==> config.mk <==
export PLATFORM = sky130hd
export DESIGN_NAME = system_timer_pit_wdt_rtt_core_flat
export DESIGN_NICKNAME = d
export VERILOG_FILES = /design/src/sv/sttm_pkg.sv /design/src/sv/sttm_if.sv /design/src/sv/sttm_engine.sv /design/src/sv/system_timer_pit_wdt_rtt_core.sv /design/src/flat_wrapper.sv
export SDC_FILE = /design/constraint.sdc
export NUM_CORES = 1
export LEC_CHECK = 0
export ABC_AREA = 1
export BUFFER_PORTS_ARGS = -buffer_cell sky130_fd_sc_hd__clkbuf_2
export CAP_MARGIN = 15
export CORE_MARGIN = 10
export CORE_UTILIZATION = 50
export CTS_BUF_LIST = sky130_fd_sc_hd__clkbuf_2 sky130_fd_sc_hd__clkbuf_4 sky130_fd_sc_hd__clkbuf_8
export CTS_CLUSTER_DIAMETER = 50
export DETAILED_ROUTE_END_ITERATION = 8
export PLACE_DENSITY = 0.79
export SKIP_CTS_REPAIR_TIMING = 1
export SYNTH_ARGS = -nofsm -noshare
export SYNTH_HDL_FRONTEND = slang
export SYNTH_HIERARCHICAL = 1
export SYNTH_SLANG_ARGS = --single-unit
==> constraint.sdc <==
create_clock -name i_clk -period 5.5 [get_ports i_clk]
set_clock_uncertainty 0.2 [all_clocks]
set_input_delay 0.825 -clock i_clk [delete_from_list [all_inputs] [get_ports i_clk]]
set_output_delay 0.825 -clock i_clk [all_outputs]
set_load 0.01 [all_outputs]
==> src/sv/sttm_pkg.sv <==
`timescale 1ns / 1ps

package sttm_pkg;

    localparam int unsigned DATA_W   = 32;
    localparam int unsigned KIND_W   = 2;
    localparam int unsigned IDX_W    = 4;
    localparam int unsigned CNT_W    = 17;
    localparam int unsigned WDPS_W   = 7;
    localparam int unsigned MODE16_W = 16;
    localparam int unsigned STAT_W   = 4;

    localparam logic [CNT_W-1:0]  CNT_FULL    = 17'h10000;
    localparam logic [DATA_W-1:0] WD_MODE_RST = 32'h0002_0000;
    localparam logic [MODE16_W-1:0] RT_MODE_RST = 16'h8000;
    localparam int unsigned       WD_RST_EN_BIT = 16;

    localparam int unsigned ST_PIT   = 0;
    localparam int unsigned ST_WDOVF = 1;
    localparam int unsigned ST_RTINC = 2;
    localparam int unsigned ST_ALARM = 3;

    typedef enum logic [KIND_W-1:0] {
        KIND_TICK  = 2'd0,
        KIND_READ  = 2'd1,
        KIND_WRITE = 2'd2
    } t_kind;

    typedef enum logic [IDX_W-1:0] {
        REG_CR   = 4'd0,
        REG_PIMR = 4'd1,
        REG_WDMR = 4'd2,
        REG_RTMR = 4'd3,
        REG_SR   = 4'd4,
        REG_IER  = 4'd5,
        REG_IDR  = 4'd6,
        REG_IMR  = 4'd7,
        REG_RTAR = 4'd8,
        REG_CRTR = 4'd9
    } t_reg_idx;

    typedef struct packed {
        logic [DATA_W-1:0] rdata;
        logic              irq;
        logic              wd_reset;
    } t_step_res;

    // low 16 bits, zero stands for 65536
    function automatic logic [CNT_W-1:0] reload_of(input logic [MODE16_W-1:0] v);
        reload_of = (v == '0) ? CNT_FULL : {1'b0, v};
    endfunction

endpackage

==> src/sv/sttm_if.sv <==
`timescale 1ns / 1ps

interface sttm_in_if;
    import sttm_pkg::*;
    logic                valid;
    logic                ready;
    logic [KIND_W-1:0]   kind;
    logic [IDX_W-1:0]    reg_index;
    logic [DATA_W-1:0]   wdata;

    modport source (output valid, output kind, output reg_index, output wdata, input ready);
    modport sink   (input valid, input kind, input reg_index, input wdata, output ready);
endinterface

interface sttm_out_if;
    import sttm_pkg::*;
    logic                valid;
    logic                ready;
    logic [DATA_W-1:0]   rdata;
    logic                irq;
    logic                wd_reset;

    modport source (output valid, output rdata, output irq, output wd_reset, input ready);
    modport sink   (input valid, input rdata, input irq, input wd_reset, output ready);
endinterface

==> src/sv/sttm_engine.sv <==
`timescale 1ns / 1ps

module sttm_engine
    import sttm_pkg::*;
#(
    parameter int unsigned RT_WIDTH = 20
) (
    input  logic              i_clk,
    input  logic              i_rst_n,
    input  logic              i_step,
    input  logic [KIND_W-1:0] i_kind,
    input  logic [IDX_W-1:0]  i_reg_index,
    input  logic [DATA_W-1:0] i_wdata,
    output t_step_res         o_res
);

    logic [DATA_W-1:0]   r_pit_mode,    n_pit_mode;
    logic [CNT_W-1:0]    r_pit_count,   n_pit_count;
    logic [DATA_W-1:0]   r_wd_mode,     n_wd_mode;
    logic [CNT_W-1:0]    r_wd_count,    n_wd_count;
    logic [WDPS_W-1:0]   r_wd_prescale, n_wd_prescale;
    logic [MODE16_W-1:0] r_rt_mode,     n_rt_mode;
    logic [CNT_W-1:0]    r_rt_prescale, n_rt_prescale;
    logic [RT_WIDTH-1:0] r_rt_value,    n_rt_value;
    logic [RT_WIDTH-1:0] r_alarm,       n_alarm;
    logic [STAT_W-1:0]   r_status,      n_status;
    logic [STAT_W-1:0]   r_mask,        n_mask;

    logic [CNT_W-1:0]    rt_inc;
    logic [RT_WIDTH:0]   rt_next;
    logic [DATA_W-1:0]   rdata;
    logic                pulse;

    assign rt_inc  = r_rt_prescale + CNT_W'(1);
    assign rt_next = {1'b0, r_rt_value} + (RT_WIDTH+1)'(1);

    always_comb begin
        n_pit_mode    = r_pit_mode;
        n_pit_count   = r_pit_count;
        n_wd_mode     = r_wd_mode;
        n_wd_count    = r_wd_count;
        n_wd_prescale = r_wd_prescale;
        n_rt_mode     = r_rt_mode;
        n_rt_prescale = r_rt_prescale;
        n_rt_value    = r_rt_value;
        n_alarm       = r_alarm;
        n_status      = r_status;
        n_mask        = r_mask;
        rdata         = '0;
        pulse         = 1'b0;

        case (t_kind'(i_kind))
            KIND_TICK: begin
                if (r_pit_count <= CNT_W'(1)) begin
                    n_pit_count      = reload_of(r_pit_mode[MODE16_W-1:0]);
                    n_status[ST_PIT] = 1'b1;
                end else begin
                    n_pit_count = r_pit_count - CNT_W'(1);
                end

                n_wd_prescale = r_wd_prescale + WDPS_W'(1);
                if (n_wd_prescale == '0) begin
                    if (r_wd_count <= CNT_W'(1)) begin
                        n_wd_count         = reload_of(r_wd_mode[MODE16_W-1:0]);
                        n_status[ST_WDOVF] = 1'b1;
                        pulse              = r_wd_mode[WD_RST_EN_BIT];
                    end else begin
                        n_wd_count = r_wd_count - CNT_W'(1);
                    end
                end

                if (rt_inc >= reload_of(r_rt_mode)) begin
                    n_rt_prescale      = '0;
                    n_rt_value         = rt_next[RT_WIDTH-1:0];
                    n_status[ST_RTINC] = 1'b1;
                    if (rt_next == {1'b0, r_alarm}) begin
                        n_status[ST_ALARM] = 1'b1;
                    end
                end else begin
                    n_rt_prescale = rt_inc;
                end
            end
            KIND_READ: begin
                unique case (t_reg_idx'(i_reg_index))
                    REG_PIMR: rdata = r_pit_mode;
                    REG_WDMR: rdata = r_wd_mode;
                    REG_RTMR: rdata = DATA_W'(r_rt_mode);
                    REG_SR: begin
                        rdata    = DATA_W'(r_status);
                        n_status = '0;
                    end
                    REG_IMR:  rdata = DATA_W'(r_mask);
                    REG_RTAR: rdata = DATA_W'(r_alarm);
                    REG_CRTR: rdata = DATA_W'(r_rt_value);
                    default:  rdata = '0;
                endcase
            end
            KIND_WRITE: begin
                unique case (t_reg_idx'(i_reg_index))
                    REG_CR: begin
                        if (i_wdata[0]) begin
                            n_wd_count = reload_of(r_wd_mode[MODE16_W-1:0]);
                        end
                    end
                    REG_PIMR: begin
                        n_pit_mode  = i_wdata;
                        n_pit_count = reload_of(i_wdata[MODE16_W-1:0]);
                    end
                    REG_WDMR: n_wd_mode = i_wdata;
                    REG_RTMR: begin
                        n_rt_mode     = i_wdata[MODE16_W-1:0];
                        n_rt_value    = '0;
                        n_rt_prescale = '0;
                    end
                    REG_IER:  n_mask = r_mask | i_wdata[STAT_W-1:0];
                    REG_IDR:  n_mask = r_mask & ~i_wdata[STAT_W-1:0];
                    REG_RTAR: n_alarm = i_wdata[RT_WIDTH-1:0];
                    default:  n_mask = r_mask;
                endcase
            end
            default: rdata = '0;
        endcase
    end

    always_ff @(posedge i_clk) begin
        if (!i_rst_n) begin
            r_pit_mode    <= '0;
            r_pit_count   <= CNT_FULL;
            r_wd_mode     <= WD_MODE_RST;
            r_wd_count    <= CNT_FULL;
            r_wd_prescale <= '0;
            r_rt_mode     <= RT_MODE_RST;
            r_rt_prescale <= '0;
            r_rt_value    <= '0;
            r_alarm       <= '0;
            r_status      <= '0;
            r_mask        <= '0;
        end else if (i_step) begin
            r_pit_mode    <= n_pit_mode;
            r_pit_count   <= n_pit_count;
            r_wd_mode     <= n_wd_mode;
            r_wd_count    <= n_wd_count;
            r_wd_prescale <= n_wd_prescale;
            r_rt_mode     <= n_rt_mode;
            r_rt_prescale <= n_rt_prescale;
            r_rt_value    <= n_rt_value;
            r_alarm       <= n_alarm;
            r_status      <= n_status;
            r_mask        <= n_mask;
        end
    end

    assign o_res.rdata    = rdata;
    assign o_res.irq      = |(n_status & n_mask);
    assign o_res.wd_reset = pulse;

endmodule

==> src/sv/system_timer_pit_wdt_rtt_core.sv <==
`timescale 1ns / 1ps
// channel | dir | payload                     | handshake
// i_in    | in  | kind, reg_index, wdata      | valid/ready
// o_out   | out | rdata, irq, wd_reset        | valid/ready
//
// One word per cycle while o_out.ready is high; stages: input register, result register.
// Timer state is updated as a word moves from the input register to the result register.
// i_rst_n is synchronous, active low; it restores all timer registers and empties both stages.
// A stalled output holds its word while the input register keeps a word waiting;
// i_in.ready drops only when both stages are full and o_out.ready is low.

module system_timer_pit_wdt_rtt_core
    import sttm_pkg::*;
#(
    parameter int unsigned RT_WIDTH = 20
) (
    input  logic       i_clk,
    input  logic       i_rst_n,
    sttm_in_if.sink    i_in,
    sttm_out_if.source o_out
);

    logic              r_in_valid;
    logic [KIND_W-1:0] r_kind;
    logic [IDX_W-1:0]  r_reg_index;
    logic [DATA_W-1:0] r_wdata;
    logic              r_out_valid;
    t_step_res         r_res;
    t_step_res         step_res;
    logic              advance;
    logic              in_take;

    assign advance  = r_in_valid && (!r_out_valid || o_out.ready);
    assign in_take  = i_in.valid && i_in.ready;
    assign i_in.ready = !r_in_valid || advance;

    sttm_engine #(
        .RT_WIDTH (RT_WIDTH)
    ) u_engine (
        .i_clk       (i_clk),
        .i_rst_n     (i_rst_n),
        .i_step      (advance),
        .i_kind      (r_kind),
        .i_reg_index (r_reg_index),
        .i_wdata     (r_wdata),
        .o_res       (step_res)
    );

    always_ff @(posedge i_clk) begin
        if (!i_rst_n) begin
            r_in_valid  <= 1'b0;
            r_out_valid <= 1'b0;
        end else begin
            if (i_in.ready) begin
                r_in_valid <= i_in.valid;
            end
            if (advance) begin
                r_out_valid <= 1'b1;
            end else if (o_out.ready) begin
                r_out_valid <= 1'b0;
            end
        end
    end

    always_ff @(posedge i_clk) begin
        if (in_take) begin
            r_kind      <= i_in.kind;
            r_reg_index <= i_in.reg_index;
            r_wdata     <= i_in.wdata;
        end
        if (advance) begin
            r_res <= step_res;
        end
    end

    assign o_out.valid    = r_out_valid;
    assign o_out.rdata    = r_res.rdata;
    assign o_out.irq      = r_res.irq;
    assign o_out.wd_reset = r_res.wd_reset;

endmodule

==> src/flat_wrapper.sv <==
// flat-port wrapper written by rule: the top's interface ports become plain ports
module system_timer_pit_wdt_rtt_core_flat import sttm_pkg::*;
#(
    parameter int unsigned RT_WIDTH = 20
)
  (i_clk, i_rst_n, i_in_valid, i_in_kind, i_in_reg_index, i_in_wdata, i_in_ready, o_out_valid, o_out_rdata, o_out_irq, o_out_wd_reset, o_out_ready);
  sttm_in_if i_in_i ();
  sttm_out_if o_out_i ();
  input  logic i_clk;
  input  logic i_rst_n;
  input wire logic [$bits(i_in_i.valid)-1:0] i_in_valid;
  input wire logic [$bits(i_in_i.kind)-1:0] i_in_kind;
  input wire logic [$bits(i_in_i.reg_index)-1:0] i_in_reg_index;
  input wire logic [$bits(i_in_i.wdata)-1:0] i_in_wdata;
  output wire logic [$bits(i_in_i.ready)-1:0] i_in_ready;
  output wire logic [$bits(o_out_i.valid)-1:0] o_out_valid;
  output wire logic [$bits(o_out_i.rdata)-1:0] o_out_rdata;
  output wire logic [$bits(o_out_i.irq)-1:0] o_out_irq;
  output wire logic [$bits(o_out_i.wd_reset)-1:0] o_out_wd_reset;
  input wire logic [$bits(o_out_i.ready)-1:0] o_out_ready;
  assign i_in_i.valid = i_in_valid;
  assign i_in_i.kind = i_in_kind;
  assign i_in_i.reg_index = i_in_reg_index;
  assign i_in_i.wdata = i_in_wdata;
  assign i_in_ready = i_in_i.ready;
  assign o_out_valid = o_out_i.valid;
  assign o_out_rdata = o_out_i.rdata;
  assign o_out_irq = o_out_i.irq;
  assign o_out_wd_reset = o_out_i.wd_reset;
  assign o_out_i.ready = o_out_ready;
  system_timer_pit_wdt_rtt_core #(.RT_WIDTH(RT_WIDTH)) u_core (.i_clk(i_clk), .i_rst_n(i_rst_n), .i_in(i_in_i), .o_out(o_out_i));
endmodule
# Yosys cells after proc, flatten, opt, wreduce, memory -nomap -nowiden
# Cells that the tools add are included.
# totals
output_inout_bits	36
reg_bits	260
# classes
eq_ne	18
magnitude_cmp	3
bitwise	4
addsub	5
mux	30
n_reduce_logical	26
# ops
cell	count
case mux 32 bit (7 select lines)	1
2-to-1 mux 17 bit	12
case mux 17 bit (2 select lines)	3
logical NOT 16 bit	4
2-to-1 mux 20 bit	2
case mux 20 bit (2 select lines)	1
less-or-equal comparator 17 x 1 -> 1 bit (second input constant)	2
subtractor 17 x 1 -> 17 bit (second input constant)	2
adder 20 x 1 -> 21 bit (second input constant)	1
equality test 21 x 20 -> 1 bit	1
AND reduction 3 bit	7
adder 17 x 1 -> 17 bit (second input constant)	1
greater-or-equal comparator 17 bit	1
equality test 4 x 3 -> 1 bit (second input constant)	4
case mux 4 bit (2 select lines)	2
bitwise AND 4 bit	2
equality test 4 x 2 -> 1 bit (second input constant)	2
equality test 4 bit (second input constant)	2
2-to-1 mux 4 bit	2
adder 7 x 1 -> 7 bit (second input constant)	1
logical NOT 7 bit	1
2-to-1 mux 1 bit	6
inequality test 2 x 1 -> 1 bit (second input constant)	3
inequality test 2 bit (second input constant)	3
16 further kinds	20

# Logic depth before layout (Yosys ltp)
# Gate-level depths: netlist (run 1).
# logic_depth
word_depth	7
mapped_depth	23

# By module
# Netlist (run 1), hierarchy kept.
# modules_own_cells
module	cells_each	n_inst	area_per_inst_um2
sttm_engine	1637	1	10824.1
system_timer_pit_wdt_rtt_core	85	1	2257.2

# Worst setup path after synthesis (run 1)
# OpenSTA, ideal clock, no wires.
# synth_path
kind	in2reg
from	in o_out_ready
to	reg u_core.u_engine.r_pit_count[10]
required_time_ns	5.178
n_path_buf	3
slack_ns	1.274
arrival_time_ns	3.904
path_stages	10
setup_time_ns	0.122
cell_sequence	inv_1 -> a21oi_1 -> buf_2 -> inv_1 -> nor2_1 -> o21ai_0 -> buf_2 -> buf_1 -> a21oi_1 -> a21oi_1
# synth_via
elab_chain_len	3
# synth_lines
item	line_no	source
start, declared	flat_wrapper.sv:20	input wire logic [$bits(o_out_i.ready)-1:0] o_out_ready;
logical OR 1 bit	system_timer_pit_wdt_rtt_core.sv:33	assign advance = r_in_valid && (!r_out_valid || o_out.ready);
logical AND 1 bit	system_timer_pit_wdt_rtt_core.sv:33	
net u_core.advance	system_timer_pit_wdt_rtt_core.sv:30	logic advance;
AND reduction 3 bit (no source line)	-	
end signal, assigned	sttm_engine.sv:140	r_pit_count <= n_pit_count;
end, declared	sttm_engine.sv:18	logic [CNT_W-1:0] r_pit_count, n_pit_count;
# The timed path passes the listed nets, and every way through them passes these cells.
# A chain may end at the register's enable or synchronous reset.

# Worst setup path after layout (run 1)
# layout_path
from	reg u_core.u_engine.r_rt_prescale[0]
to	reg u_core.u_engine.r_rt_value[8]
# layout_via
elab_chain_len	4
# layout_lines
item	line_no	source
start, declared	sttm_engine.sv:23	logic [CNT_W-1:0] r_rt_prescale, n_rt_prescale;
start signal, assigned	sttm_engine.sv:145	r_rt_prescale <= n_rt_prescale;
adder 17 x 1 -> 17 bit	sttm_engine.sv:34	assign rt_inc = r_rt_prescale + CNT_W'(1);
greater-or-equal comparator 17 bit	sttm_engine.sv:72	if (rt_inc >= reload_of(r_rt_mode)) begin
inequality test 2 bit (no source line)	-	
AND reduction 4 bit (no source line)	-	
end signal, assigned	sttm_engine.sv:146	r_rt_value <= n_rt_value;
end, declared	sttm_engine.sv:24	logic [RT_WIDTH-1:0] r_rt_value, n_rt_value;
# No other way between the ends.

==> results by group, run 1 <==
Floorplan
  – Die H: 182 um
  – # IOs: 78
  – Placeable Area: between 0.02 and 0.03 sq mm
  – Initial core utilization: 50.5%
  – Die footprint: 0.0330 sq mm
  – Cell Rows: 59
  – Die X-Extent: approximately 180 um

Pwr
  – Clock power frac: 42.6%
  – P_int: 3.11 mW
  – Combinational Power Share: 8.0%
  – Maximum vdd drop: 0.202 mV
  – Switching Fraction: ~25%
  – Switch Pwr: about 1.1 mW
  – Leakage: 5.98 nW
  – Pwr dens: 285 mW/mm^2
  – Power Total: 4.16 mW
  – Share of power burned in registers: 49.4%

CTS
  – H-tree depth reported by CTS: 2
  – CTS tree: built
  – CTS buffer count: 44
  – Root buffer cell: clkbuf_8
  – Clk Latency, worst-skew pair: 0.56 ns
  – CTS clk-pin slew, worst paths: about 0.06 ns
  – Clock Tree Buf Depth: 3
  – CTS sink cnt: 260

Routing
  – Top sig layer: met4
  – Met3 wire len: 4040 um
  – Initial DRC count: 1803
  – Vias per cell: 5.77
  – Met1 WL: 15600 um
  – Final wirelength: 37600 um
  – Routed WL per cell: approximately 17 um
  – Remaining antenna violation count after routing: 0
  – DR WL met2: 16800 um
  – Drt first pass iters: 6
  – Via count: 12438
  – DRC: 0

Global route
  – Vias in the first global route: 11656
  – First-pass GRT wire length: ~59000 um
  – Total GRT Usage: 21.6%
  – Largest net degree at the start of global routing: 99
  – GR Overflow Total: 0
  – Initial antenna violation count: 0

Synth
  – Post-synthesis register bit count: 260
  – Share of flip-flops with an asynchronous set or reset: 0%
  – Syn Nets: 1789
  – Post-synth top flop: dfxtp_1
  – Synth unique cells: 43
  – Post-synth EDFFs: just over 70
  – Sequential area share after synthesis: 45.3%
  – Gate Count Post-Synth: 1722
  – Mapped cell area: 0.0131 sq mm
  – Mean Syn Cell Area: 7.60 sq um
  – Area fraction of the dominant cell type after synthesis: 28.8%
  – Synth Warn #: 6
  – Top cells by area, synth: dfxtp_1 (29%), edfxtp_1 (17%), nand2_1 (8.8%)
  – Yosys top cell by area: dfxtp_1

Timing
  – Setup repair after global routing missed its margin: false
  – Worst setup margin: 1.51 ns
  – Worst slew pin tran: 1.20 ns
  – Final setup viols: 0
  – Setup TNS: 0 ns
  – Final min period: 3.99 ns
  – Final Max Slew Viols: 0
  – Final period utilization: 72.6%
  – Final Hold Vio Count: 0
  – Slew HR: 19.9%
  – Max Clock Freq: 0.250 GHz

Hold path
  – Min-Delay Endpoint: u_core/r_wdata[27]
  – Min-Delay Startpoint: i_in_wdata[27]
  – Min-Delay Path Class: input pin to flop
  – Hold path depth: 1

Setup path
  – Worst Reg-to-Reg Cells: 19
  – Crit Path Class: flop to flop
  – R2r setup slk: around 1.5 ns
  – Maximum fanout along the worst path: 20
  – Kind of start point of the critical path: flop
  – Crit path arrival time: 4.27 ns
  – CP peak stage delay: 0.61 ns
  – Critical Path RT: 5.77 ns
  – Worst flop-to-flop path startpoint: u_core/u_engine/r_rt_prescale[0]
  – Slowest cell on the critical path: nand2_1
  – Worst-path cell chain: ha_1 -> nand3_1 -> inv_1 -> nand4_1 -> nor4_4 -> nand3_1 -> xnor2_1 -> ha_1 -> nand2_1 -> inv_1 -> o21ai_0 -> nand2_1 -> nor2_1 -> nand3_1 -> nor2_1 -> nand2_1 -> nand2_1 -> nand2_1 -> a21oi_1
  – Critical path capture point type: flop
  – Most common cell on crit path: nand2_1
  – RR Endpoint: u_core/u_engine/r_rt_value[8]

Finish
  – Diodes inserted: 0
  – Layout Nets: around 1900
  – Layout cell share with drive strength beyond 1: roughly an eighth
  – Most common cell after layout, fill and taps aside: nand2_1
  – Filler cell count: 2316
  – Synthesis-to-layout area growth: 11.3%
  – Most frequent cells in the layout: nand2_1 (305), nor2_1 (197), inv_1 (193)

Outcome
  – Run status: complete, no violations

Place
  – Pre-CTS setup slack: around 1.6 ns
  – Dpl hpwl: ~26000 um
  – IO Port Bufs: 77
  – Placer Congestion: 1.02

Job
  – Max-cap violation count: 0
-- power by group through the flow --
stage	combinational [mW]	clock, mW	sequential [mW]
floorplan	0.232	0	2.08
global placement	0.319	0	2.09
detailed placement	0.325	0	2.09
CTS	0.326	1.80	2.05
global route	0.369	1.88	2.06
finish	0.333	1.77	2.05
-- metrics by stage --
step / cell area [sq um] / cells / hold WS (ns) / utilization (%)
after global routing: 14600 / 2155 / 0.217 / 56.2
after detailed placement: 13700 / 2074 / 0.249 / 52.7
after global placement: 13700 / 2074 / 0.241 / 52.7
after floorplan: 13100 / 1722 / 0.229 / -
final: 14600 / 2155 / 0.234 / 56.2
after CTS: 14600 / 2155 / 0.211 / 56.2
-- logic make-up (layout without fill, tap and decap cells) --
| kind of cell | Yosys count | after routing | synth area share [%] |
|---|---|---|---|
| compound gates | 438 | 438 | 18.1 |
| xor+xnor | 47 | 47 | 3.20 |
| fa+ha+maj | 25 | 25 | 2.39 |
| buf+inv | 276 | 374 | 8.43 |
| flops | 260 | 260 | 45.3 |
| simple gates | 676 | 676 | 22.6 |
-- final cells by class --
type                    instances  area [sq um]  area share, %
clock buffers                  71           846           5.81
flip-flops and latches        260          5930           40.7
multi-input cells            1186          6070           41.7
well taps                     335           419           2.88
inverters                     205           769           5.28
clock inverters                10          67.6          0.464
repair buffers                 88           470           3.23
-- flip-flops by register name, summed over array words and instances (netlist names), 16 cells and up --
register and count:
u_core/o_out.rdata 32, u_core/r_wdata 32, u_core/u_engine/r_pit_mode 32, u_core/u_engine/r_wd_mode 32, u_core/u_engine/r_alarm 20, u_core/u_engine/r_rt_value 20, u_core/u_engine/r_pit_count 17, u_core/u_engine/r_rt_prescale 17
u_core/u_engine/r_wd_count 17, u_core/u_engine/r_rt_mode 16
-- synth_stat cells, types with 4 or more instances --
master / number
ha_1: 25
clkbuf_1: 33
nand3_2: 5
xor2_1: 34
inv_2: 10
o21ai_1: 4
nor2_4: 11
o211ai_1: 10
nor4_1: 19
buf_1: 5
nor3_1: 8
a211oi_1: 5
nand4_1: 19
a221oi_1: 17
a31oi_1: 6
buf_4: 5
edfxtp_1: 72
nor2_2: 7
dfxtp_1: 188
buf_2: 26
o22ai_1: 27
inv_1: 193
o21ai_0: 174
a21oi_1: 186
nand3_1: 90
nor2_1: 198
nand2_1: 305
nand2_2: 8
xnor2_1: 12
-- worst max-delay path, delay by kind of cell (launching register included) --
kind	cells	cell delay (ns)
simple gates	12	2.10
flops	1	0.41
fa+ha+maj	2	0.51
xor+xnor	1	0.23
compound gates	2	0.31
buf+inv	2	0.12
-- layer usage --
| layer | vias up | global-route usage [%] |
|---|---|---|
| met5 | - | 0 |
| met4 | 0 | 8.17 |
| met3 | 99 | 4.41 |
| met2 | 741 | 34.2 |
| met1 | 5701 | 28.4 |
| li1 | 5897 | - |
-- worst max-delay path by stage --
stage	start	depth (start not counted)	slack (ns)	endpoint
after detailed placement	u_core/u_engine/r_rt_prescale[0]	19	1.59	u_core/u_engine/r_rt_value[10]
after floorplan	o_out_ready	10	1.27	u_core/u_engine/r_pit_count[10]
after CTS	u_core/u_engine/r_rt_prescale[0]	19	1.56	u_core/u_engine/r_rt_value[8]
after global routing	u_core/u_engine/r_rt_prescale[0]	19	1.12	u_core/u_engine/r_rt_value[8]
after global placement	u_core/u_engine/r_rt_prescale[0]	19	1.69	u_core/u_engine/r_rt_value[17]
final	u_core/u_engine/r_rt_prescale[0]	19	1.51	u_core/u_engine/r_rt_value[8]
(Power assumes the default switching activity.)
==> inputs of run 2 (changes only) <==
==> constraint.sdc (replaced) <==
create_clock -name i_clk -period 3.9 [get_ports i_clk]
set_clock_uncertainty 0.2 [all_clocks]
set_input_delay 0.585 -clock i_clk [delete_from_list [all_inputs] [get_ports i_clk]]
set_output_delay 0.585 -clock i_clk [all_outputs]
set_load 0.01 [all_outputs]
==> run 2 against run 1 <==
  * Core utilization rose by 2.2 points
  * Total power rose by 44%
  * Combinational power rose by 53%
  * Flip-flop and latch count did not move
  * Largest cell class unchanged
==> results by group, run 2 (synthesis gave the netlist of run 1 again) <==
Hold path
  – Min-Delay Startpoint: i_in_valid
  – Min-Delay Path Class: input pin to flop

Place
  – Inst Count DP: 2081
  – Area after DPL: 0.0137 sq mm
  – IO Port Bufs: 77
  – Placer Congestion: 0.986
  – Dpl hpwl: approximately 26000 um
  – Pre-CTS setup slack: between 0.2 and 0.25 ns

Floorplan
  – Initial core utilization: 50.5%
  – Placeable Area: 0.0259 sq mm
  – Die H: 182 um
  – Cell Rows: 59
  – # IOs: 78
  – Die X-Extent: 182 um
  – Die footprint: between 0.03 and 0.04 sq mm

Setup path
  – Kind of start point of the critical path: flop
  – Crit path arrival time: between 3 and 4 ns
  – Worst flop-to-flop path startpoint: u_core/u_engine/r_rt_prescale[0]
  – Worst-path cell chain: ha_1 -> nand3_1 -> inv_1 -> nand4_1 -> nor4_4 -> nand3_2 -> xnor2_2 -> ha_1 -> nand2_1 -> inv_1 -> o21ai_0 -> nand2_1 -> nor2_2 -> nand3_1 -> nor2_1 -> nand2_1 -> nand2_1 -> buf_12 -> nand2_1 -> a21oi_2
  – Crit-path leading delay family: simple AND/OR/NAND/NOR gates
  – CP peak stage delay: 0.38 ns
  – Slowest cell on the critical path: dfxtp_2
  – Critical path capture point type: flop
  – Crit path buffers/inverters: 3
  – Maximum fanout along the worst path: 20
  – Critical Path RT: between 4 and 5 ns
  – Setup crit start: u_core/u_engine/r_rt_prescale[0]
  – Crit Path Class: flop to flop
  – Most common cell on crit path: nand2_1

Timing
  – Final period utilization: roughly 90%
  – Final setup viols: 0
  – Worst setup margin: between 0.2 and 0.3 ns
  – Worst slew pin tran: 1.17 ns
  – Hold Slack: roughly 0.067 ns
  – Max Clock Freq: between 0.2 and 0.3 GHz
  – Setup TNS: 0 ns
  – Final min period: 3.61 ns
  – Final Max Slew Viols: 0
  – Slew HR: 21.7%
  – Final Hold Vio Count: 0

Routing
  – Remaining antenna violation count after routing: 0
  – Via count: 12471
  – Final wirelength: 38300 um
  – DRC: 0
  – Initial DRC count: 1478
  – Routed WL per cell: 17.3 um
  – Drt first pass iters: 6
  – Vias per cell: 5.65

CTS
  – CTS buffer count: 46
  – Root buffer cell: clkbuf_8
  – CTS clk-pin slew, worst paths: 0.07 ns
  – CTS tree: built
  – Clock Tree Buf Depth: 3
  – CTS sink cnt: between 200 and 300
  – H-tree depth reported by CTS: 2
  – Clk Latency, worst-skew pair: 0.59 ns

Finish
  – Most common cell after layout, fill and taps aside: nand2_1
  – Layout Nets: 1903
  – Finished Core Util: 58.4%
  – Diodes inserted: 0
  – Post-Layout Inst Area: 0.0151 sq mm
  – Final cell count without fillers: 2209
  – Layout cell share with drive strength beyond 1: 12.6%
  – Most frequent cells in the layout: nand2_1 (305), nor2_1 (196), inv_1 (193)
  – Synthesis-to-layout area growth: 15.6%

Global route
  – GR Overflow Total: 0
  – Total GRT Usage: 21.6%
  – Initial antenna violation count: 0
  – Vias in the first global route: 11411
  – First-pass GRT wire length: 59400 um
  – Largest net degree at the start of global routing: 79

Pwr
  – Power Total: ~6 mW
  – Pwr dens: between 300 and 400 mW/mm^2
  – Leakage: 6.24 nW
  – Maximum vdd drop: 0.291 mV

Job
  – Max-cap violation count: 0

Outcome
  – Run status: complete, no violations
run 2: path summary, 6_finish.rpt:
| check | endpoint | slack, ns | depth (start not counted) |
|---|---|---|---|
| max | u_core/u_engine/r_rt_value[10] | 0.29 | 20 |
| min | u_core/r_in_valid | 0.07 | 3 |
| max reg2reg | u_core/u_engine/r_rt_value[10] | 0.29 | 20 |
| min reg2reg | u_core/u_engine/r_wd_mode[17] | 0.27 | 2 |
run 2: final cells by class:
cell class	instances	area, sq um
Inverter	205	769
Sequential cell	260	5930
Multi-Input combinational cell	1186	6090
Fill cell	2354	10800
Clock inverter	14	96.3
Tap cell	335	419
Clock buffer	72	872
Timing Repair Buffer	137	958
run 2: worst min-delay path: cells and delay by family:
family / cells / cell delay (ns)
buffers and inverters: 2 / 0.15
AOI/OAI and AO/OA: 1 / 0.06
run 2: report_power, final:
group          total, mW  internal (mW)  leakage, nW  switching (mW)
clock               2.60           1.44        0.519            1.16
combinational      0.509          0.182         3.50           0.327
sequential          2.90           2.84         2.23          0.0538
total               6.01           4.46         6.24            1.54
run 2: layer usage:
layer | routed length (um) | up-vias | track usage [%]
met5 | 0 | - | 0
met2 | 17500 | 671 | 34.0
met4 | 1040 | 0 | 7.29
met3 | 4040 | 72 | 5.21
li1 | - | 6002 | -
met1 | 15700 | 5726 | 28.5
